$ cat src/hw/rtl/rgbl_pkg.sv
// Shared constants, tables and types for the RGB to CIE L*a*b* converter.
// Holds the linearization tables, which are built at elaboration time.
// No dependencies.
package rgbl_pkg;

   // channel and fixed-point formats
   localparam int CHANNEL_BITS  = 8;
   localparam int FRACTION_BITS = 4;
   localparam int QBITS         = 24;
   localparam int CODES         = 1 << CHANNEL_BITS;
   localparam longint unsigned CODE_MAX = 64'(CODES - 1);
   localparam longint unsigned QONE     = 64'd1 << QBITS;

   // Q24 values up to and including 1.0
   localparam int LIN_BITS  = QBITS + 1;
   localparam int COEF_BITS = 14;
   localparam int SUM_BITS  = LIN_BITS + COEF_BITS - 1;
   localparam int NUM_BITS  = SUM_BITS + 3;
   localparam int DEN_BITS  = 17;
   localparam int SQ_BITS   = 2 * LIN_BITS;
   localparam int PART_BITS = SQ_BITS - QBITS;

   // lane: three division stages, root bits, then two finishing stages
   localparam int LANE_DEPTH = 3 + LIN_BITS + 2;
   // three matrix stages in front, two output stages behind
   localparam int PIPE_DEPTH = LANE_DEPTH + 5;

   // RGB to XYZ matrix in units of 1e-4, rows X, Y, Z
   localparam logic [COEF_BITS-1:0] COEF [3][3] = '{
      '{COEF_BITS'(4124), COEF_BITS'(3576), COEF_BITS'(1805)},
      '{COEF_BITS'(2126), COEF_BITS'(7152), COEF_BITS'(722)},
      '{COEF_BITS'(193),  COEF_BITS'(1192), COEF_BITS'(9505)}
   };

   // white point divisors (X and Z numerators carry an extra factor 10)
   localparam longint unsigned X_DEN  = 98072;
   localparam longint unsigned Y_DEN  = 10000;
   localparam longint unsigned Z_DEN  = 118225;
   localparam longint unsigned X_HALF = X_DEN / 2;
   localparam longint unsigned Y_HALF = Y_DEN / 2;
   localparam longint unsigned Z_HALF = Z_DEN / 2;

   // white point division as a reciprocal multiply: q = (num * recip) >> WP_SHIFT,
   // exact for every numerator below 2^NUM_BITS since each divisor is below 2^DEN_BITS
   localparam int              WP_SHIFT      = NUM_BITS + DEN_BITS;
   localparam int              WP_RECIP_BITS = 45;
   localparam longint unsigned X_RECIP = ((64'd1 << WP_SHIFT) + X_DEN - 64'd1) / X_DEN;
   localparam longint unsigned Y_RECIP = ((64'd1 << WP_SHIFT) + Y_DEN - 64'd1) / Y_DEN;
   localparam longint unsigned Z_RECIP = ((64'd1 << WP_SHIFT) + Z_DEN - 64'd1) / Z_DEN;
   // operand split for the partial products
   localparam int              NUM_LO_BITS   = 21;
   localparam int              NUM_HI_BITS   = NUM_BITS - NUM_LO_BITS;
   localparam int              RCP_LO_BITS   = 23;
   localparam int              RCP_HI_BITS   = WP_RECIP_BITS - RCP_LO_BITS;

   // Lab function: cube root above the knee, straight line below
   localparam longint unsigned KNEE     = (64'd8856 * QONE) / 64'd1000000;
   localparam int              SEG_BITS = $clog2(KNEE + 1);
   localparam longint unsigned SLOPE    = 7787;
   localparam int              SEG_PROD_BITS = SEG_BITS + 13;
   // divide by 1000 as a shift by 3 and a reciprocal multiply for 125
   localparam int              SEG_X_BITS   = SEG_PROD_BITS - 3;
   localparam int              RECIP_SHIFT  = SEG_X_BITS + 7;
   localparam longint unsigned RECIP_125    = ((64'd1 << RECIP_SHIFT) + 64'd124) / 64'd125;
   localparam int              RECIP_BITS   = SEG_X_BITS + 1;
   localparam longint unsigned SEG_OFFSET   = (64'd4 * QONE + 64'd14) / 64'd29;

   // output fields
   localparam int L_BITS    = 11;
   localparam int AB_BITS   = 13;
   localparam int WIDE_BITS = 36;
   localparam int L_MIN     = 0;
   localparam int L_MAX     = 2047;
   localparam int AB_MIN    = -2560;
   localparam int AB_MAX    = 2559;

   typedef logic [LIN_BITS-1:0] lin_table_type [CODES];

   // sRGB curve denominators
   localparam longint unsigned PLAIN_DEN = CODE_MAX;
   localparam longint unsigned SEGL_DEN  = CODE_MAX * 64'd1292;
   localparam longint unsigned GAMMA_DEN = CODE_MAX * 64'd1055;

   // r^5 in Q24 by four truncating steps
   function automatic longint unsigned fifth_q(input longint unsigned r);
      longint unsigned p;
      p = r;
      for (int k = 0; k < 4; k++) begin
         p = (p * r) >> QBITS;
      end
      return p;
   endfunction

   // code to linear Q24 value, with or without the sRGB curve
   function automatic lin_table_type build_lin(input bit gamma);
      lin_table_type   tbl;
      longint unsigned c;
      longint unsigned t;
      longint unsigned s;
      longint unsigned r;
      longint unsigned cand;
      for (int i = 0; i < CODES; i++) begin
         c = 64'(i);
         if (!gamma) begin
            tbl[i] = LIN_BITS'(((c << QBITS) + PLAIN_DEN / 2) / PLAIN_DEN);
         end else if (c * 64'd100000 <= 64'd4045 * CODE_MAX) begin
            tbl[i] = LIN_BITS'(((c * (64'd100 << QBITS)) + SEGL_DEN / 2) / SEGL_DEN);
         end else begin
            t = ((((c * 64'd1000) + 64'd55 * CODE_MAX) << QBITS) + GAMMA_DEN / 2) / GAMMA_DEN;
            s = (t * t + (QONE >> 1)) >> QBITS;
            // largest fifth root not above s, one bit at a time
            r = 0;
            for (int k = QBITS; k >= 0; k--) begin
               cand = r | (64'd1 << k);
               if (cand <= QONE && fifth_q(cand) <= s) begin
                  r = cand;
               end
            end
            tbl[i] = LIN_BITS'((s * r + (QONE >> 1)) >> QBITS);
         end
      end
      return tbl;
   endfunction

   localparam lin_table_type LIN_GAMMA = build_lin(1'b1);
   localparam lin_table_type LIN_PLAIN = build_lin(1'b0);

endpackage

$ cat src/hw/rtl/rgbl_out.sv
// Back end: forms L*, a*, b* from the Lab function values, rounds to the
// output fraction and saturates; holds the result register. Uses rgbl_pkg.
module rgbl_out (
   input  logic                                  clock,
   input  logic                                  advance,
   input  logic [rgbl_pkg::LIN_BITS-1:0]         fx,
   input  logic [rgbl_pkg::LIN_BITS-1:0]         fy,
   input  logic [rgbl_pkg::LIN_BITS-1:0]         fz,
   output logic [rgbl_pkg::L_BITS-1:0]           lightness,
   output logic signed [rgbl_pkg::AB_BITS-1:0]   green_red,
   output logic signed [rgbl_pkg::AB_BITS-1:0]   blue_yellow
);

   localparam int SHIFT = rgbl_pkg::QBITS - rgbl_pkg::FRACTION_BITS;

   logic signed [rgbl_pkg::WIDE_BITS-1:0] sfx;
   logic signed [rgbl_pkg::WIDE_BITS-1:0] sfy;
   logic signed [rgbl_pkg::WIDE_BITS-1:0] sfz;
   logic signed [rgbl_pkg::WIDE_BITS-1:0] l_ff;
   logic signed [rgbl_pkg::WIDE_BITS-1:0] a_ff;
   logic signed [rgbl_pkg::WIDE_BITS-1:0] b_ff;
   logic signed [rgbl_pkg::WIDE_BITS-1:0] l_rnd;
   logic signed [rgbl_pkg::WIDE_BITS-1:0] a_rnd;
   logic signed [rgbl_pkg::WIDE_BITS-1:0] b_rnd;
   logic [rgbl_pkg::L_BITS-1:0]           light_ff;
   logic signed [rgbl_pkg::AB_BITS-1:0]   gr_ff;
   logic signed [rgbl_pkg::AB_BITS-1:0]   by_ff;

   // round half away from zero to the output fraction
   function automatic logic signed [rgbl_pkg::WIDE_BITS-1:0] round_q(
      input logic signed [rgbl_pkg::WIDE_BITS-1:0] v);
      logic [rgbl_pkg::WIDE_BITS-1:0] mag;
      mag = v[rgbl_pkg::WIDE_BITS-1] ? rgbl_pkg::WIDE_BITS'(-v) : rgbl_pkg::WIDE_BITS'(v);
      mag = (mag + (rgbl_pkg::WIDE_BITS'(1) << (SHIFT - 1))) >> SHIFT;
      return v[rgbl_pkg::WIDE_BITS-1] ? -$signed(mag) : $signed(mag);
   endfunction

   // clamp to a field range
   function automatic logic signed [rgbl_pkg::WIDE_BITS-1:0] clamp(
      input logic signed [rgbl_pkg::WIDE_BITS-1:0] v,
      input int lo,
      input int hi);
      logic signed [rgbl_pkg::WIDE_BITS-1:0] vlo;
      logic signed [rgbl_pkg::WIDE_BITS-1:0] vhi;
      vlo = rgbl_pkg::WIDE_BITS'(lo);
      vhi = rgbl_pkg::WIDE_BITS'(hi);
      if (v < vlo) begin
         return vlo;
      end else if (v > vhi) begin
         return vhi;
      end
      return v;
   endfunction

   assign sfx = $signed(rgbl_pkg::WIDE_BITS'(fx));
   assign sfy = $signed(rgbl_pkg::WIDE_BITS'(fy));
   assign sfz = $signed(rgbl_pkg::WIDE_BITS'(fz));

   // stage 1: constant scalings
   always_ff @(posedge clock) begin
      if (advance) begin
         l_ff <= sfy * rgbl_pkg::WIDE_BITS'(116)
                 - $signed(rgbl_pkg::WIDE_BITS'(rgbl_pkg::QONE << 4));
         a_ff <= (sfx - sfy) * rgbl_pkg::WIDE_BITS'(500);
         b_ff <= (sfy - sfz) * rgbl_pkg::WIDE_BITS'(200);
      end
   end

   // stage 2: round, saturate, result register
   assign l_rnd = clamp(round_q(l_ff), rgbl_pkg::L_MIN, rgbl_pkg::L_MAX);
   assign a_rnd = clamp(round_q(a_ff), rgbl_pkg::AB_MIN, rgbl_pkg::AB_MAX);
   assign b_rnd = clamp(round_q(b_ff), rgbl_pkg::AB_MIN, rgbl_pkg::AB_MAX);

   always_ff @(posedge clock) begin
      if (advance) begin
         light_ff <= l_rnd[rgbl_pkg::L_BITS-1:0];
         gr_ff    <= a_rnd[rgbl_pkg::AB_BITS-1:0];
         by_ff    <= b_rnd[rgbl_pkg::AB_BITS-1:0];
      end
   end

   assign lightness   = light_ff;
   assign green_red   = gr_ff;
   assign blue_yellow = by_ff;

endmodule

$ cat config.mk
export PLATFORM = sky130hd
export DESIGN_NAME = rgbl_out
export DESIGN_NICKNAME = d
export VERILOG_FILES = /design/src/hw/rtl/rgbl_pkg.sv /design/src/hw/rtl/rgbl_out.sv
export SDC_FILE = /design/constraint.sdc
export NUM_CORES = 1
export LEC_CHECK = 0
export BUFFER_PORTS_ARGS = -buffer_cell sky130_fd_sc_hd__buf_4
export CAP_MARGIN = 20
export CORE_AREA = 2 2 252 192
export CTS_BUF_LIST = sky130_fd_sc_hd__clkbuf_16
export CTS_CLUSTER_DIAMETER = 200
export DETAILED_ROUTE_END_ITERATION = 10
export DIE_AREA = 0 0 254 194
export HOLD_SLACK_MARGIN = 0.1
export SYNTH_ARGS = -nofsm -noshare
export SYNTH_HDL_FRONTEND = slang
export SYNTH_SLANG_ARGS = --single-unit
$ cat constraint.sdc
create_clock -name clock -period 11.6 [get_ports clock]
set_clock_uncertainty 0.15 [all_clocks]
set_input_delay 2.32 -clock clock [delete_from_list [all_inputs] [get_ports clock]]
set_output_delay 2.32 -clock clock [all_outputs]
set_load 0.005 [all_outputs]
==> results.yml <==
clocking:
  clockBufferDepth: 2
  cts_setup_buffers: 0
  htreeDepth: 4
  cts_buffers: 17
  clk_pin_slew_ns: 0.06
  postCtsHoldBufs: 0
  clock_sinks: 134
  post_cts_resized: 0
  clk_latency_ns: 0.45
  cts_root_buffer: "clkbuf_16"
  cts_tree: "yes"
hold_path:
  min_from: "l_ff[30]$_DFFE_PP_"
  hp-class: "reg2reg"
  hold_depth: 2
  min_to: "lightness[10]$_DFFE_PP_"
placement:
  port_buffers: 113
  placed_area_mm2: 0.0228
  globalplace.congestion: 0.871
  dpl.hpwl_mm: 41.3
critical_path:
  reg2reg_slack_ns: 5.08
  critPathMaxStageDelay_ns: 0.54
  rr_worst_depth: 20
  critPathLaunchType: "input port"
  cp_max_fo: 7
  r2r_end: "blue_yellow[1]$_DFFE_PP_"
  worstPathRequired_ns: 11.64
  worstSetupPathType: "in2reg"
  timing.rr.start: "b_ff[9]$_DFFE_PP_"
  cp_slowest_cell: "o21ai_0"
  crit_arrival_ns: 10.34
  endpoint_kind: "flip-flop"
floorplan:
  rows: 69
  die_w_um: 254
  coreArea_mm2: 0.0468
  io_pins: 114
  dieArea_mm2: 0.0493
  start_util_pct: 45.5
  die_h_um: 194
synth:
  syn-cell-area_mm2: 0.0213
  synth_most_common_cell: "inv_1"
  synth_top_area_share_pct: 18.9
  synth-main-ff-cell: "edfxtp_1"
  synth-edff-count: 134
  ys_seq_elements: 134
  synth.top_cells.by_area: "edfxtp_1 (19%), ha_1 (16%), fa_1 (15%), inv_1 (8.4%), xnor2_1 (5.3%)"
  ys_types: 113
  synth_area_per_cell_um2: 8.98
  synth_common_cells: "inv_1 (474), ha_1 (274), fa_1 (158)"
  syn_inst: 2370
  synth_warnings: 0
  synth_top_area_cell: "edfxtp_1"
  synthArstFlopShare_pct: 0
  ys_seq_area_share_pct: 18.9
global_route:
  grt_first_pass_wirelength_mm: 80.7
  grt_overflow: 0
  grt_max_degree: 77
  grt_pass1_vias: 15400
  track_usage_pct: 20.4
  antenna_found_initial: 0
final_layout:
  drive_gt1_share_pct: 9.68
  nNetsFinal: 2966
  antennaDiodeCount: 0
  design_area_mm2: 0.0233
  area_delta_synth_final_pct: 9.39
sta:
  drv_slew: 0
  rsz0062_at_grt: "no"
  slew_headroom_pct: 37.1
  period_share_pct: 88.8
  fin_tns_setup_ns: 0
  timing.fmax_mhz: 97.1
  hold_violations: 0
  setup_viol_count_final: 0
  tightest_slew_ns: 0.920
  min_period_ns: 10.30
drt:
  first_pass_iters: 5
  postRouteAntennaNets: 0
  num_vias: 16600
  routed_wl_mm: 49.6
  drt_iter0_drc: 1235
  via_per_inst: 5.35
  drc: 0
  routedWlPerCell_um: 15.9
run:
  maxCapViolCount: 0
outcome:
  status: "complete, no violations"
[layout make-up]
cell class	count	area [um2]
clock buffer	17	425
clock inverter	15	105
fill	4494	23500
inverter	476	1790
multi-input combinational	1707	15200
sequential	134	4020
tap	639	800
timing repair buffer	121	912
[flip-flops by register name, indices dropped and copies added (netlist names)]
signal       count
blue_yellow     13
b_ff            32
l_ff            31
a_ff            34
lightness       11
green_red       13
[worst max path at each step]
stage          startpoint            endpoint  slack, ns  cells after the start
3_3_place_gp        fy[0]  a_ff[35]$_DFFE_PP_       1.30                     32
4_1_cts             fy[0]  a_ff[35]$_DFFE_PP_       1.47                     32
3_5_place_dp        fy[0]  a_ff[35]$_DFFE_PP_       1.00                     32
2_1_floorplan       fx[0]  a_ff[35]$_DFFE_PP_       2.20                     32
6_report            fy[0]  a_ff[35]$_DFFE_PP_       1.30                     32
5_1_grt             fy[0]  a_ff[35]$_DFFE_PP_       0.72                     32
[placed cells by master, fill, tap and decap left out, types with 27 or more instances in the layout]
| cell type | Yosys | layout |
|---|---|---|
| inv_1 | 474 | 476 |
| ha_1 | 274 | 274 |
| fa_1 | 158 | 158 |
| edfxtp_1 | 134 | 134 |
| xnor2_1 | 129 | 129 |
| nand2_1 | 124 | 124 |
| nor2_1 | 120 | 120 |
| buf_4 | 1 | 120 |
| a21oi_1 | 111 | 111 |
| xor2_1 | 78 | 78 |
| o21ai_0 | 76 | 76 |
| nor3_1 | 54 | 54 |
| a21o_1 | 52 | 52 |
| nand3_1 | 43 | 43 |
| nand2b_1 | 27 | 27 |
[cell families (layout without fill, tap and decap cells)]
group | count (synthesis) | in the layout | synth area share [%]
DFF | 134 | 134 | 18.9
other | 1 | 2 | 0.0176
adders and majority gates | 438 | 438 | 31.3
buffers and inverters | 530 | 629 | 9.55
xor gates and xnor gates | 209 | 209 | 8.70
muxes | 16 | 16 | 0.788
and+or+nand+nor | 566 | 566 | 14.5
AOI/OAI and AO/OA | 476 | 476 | 16.3
[metal layers]
metal | up-vias | wire length [um] | share of wire [%] | global-route usage, %
met2 | 455 | 18400 | 37 | 25.6
met4 | 0 | 613 | 1.2 | 4.12
met3 | 26 | 3220 | 6.5 | 3.75
met1 | 7840 | 27400 | 55 | 34.9
li1 | 8320 | - | - | -
met5 | - | 0 | 0 | 0
[critical path: cells and delay by family]
family                   cells  cell delay [ns]
AND/OR/NAND/NOR              2             0.23
XOR/XNOR                     4             1.11
adder cells (fa/ha/maj)      6             2.51
buffers and inverters        4             0.28
AO/OA/AOI/OAI               16             3.88
[per-stage QoR]
step / utilization [%] / cells / worst slack (ns) / hold slack, ns
global placement: 48.6 / 3077 / 1.30 / 0.631
global route: 49.8 / 3109 / 0.725 / 0.710
floorplan: - / 2371 / 2.20 / 0.528
finish: 49.8 / 3109 / 1.30 / 0.652
detailed placement: 48.6 / 3077 / 1.00 / 0.622
CTS: 49.8 / 3109 / 1.47 / 0.645
Power is not shown: default switching activity piles up to over one toggle a cycle in this logic, so the estimate is an artifact.
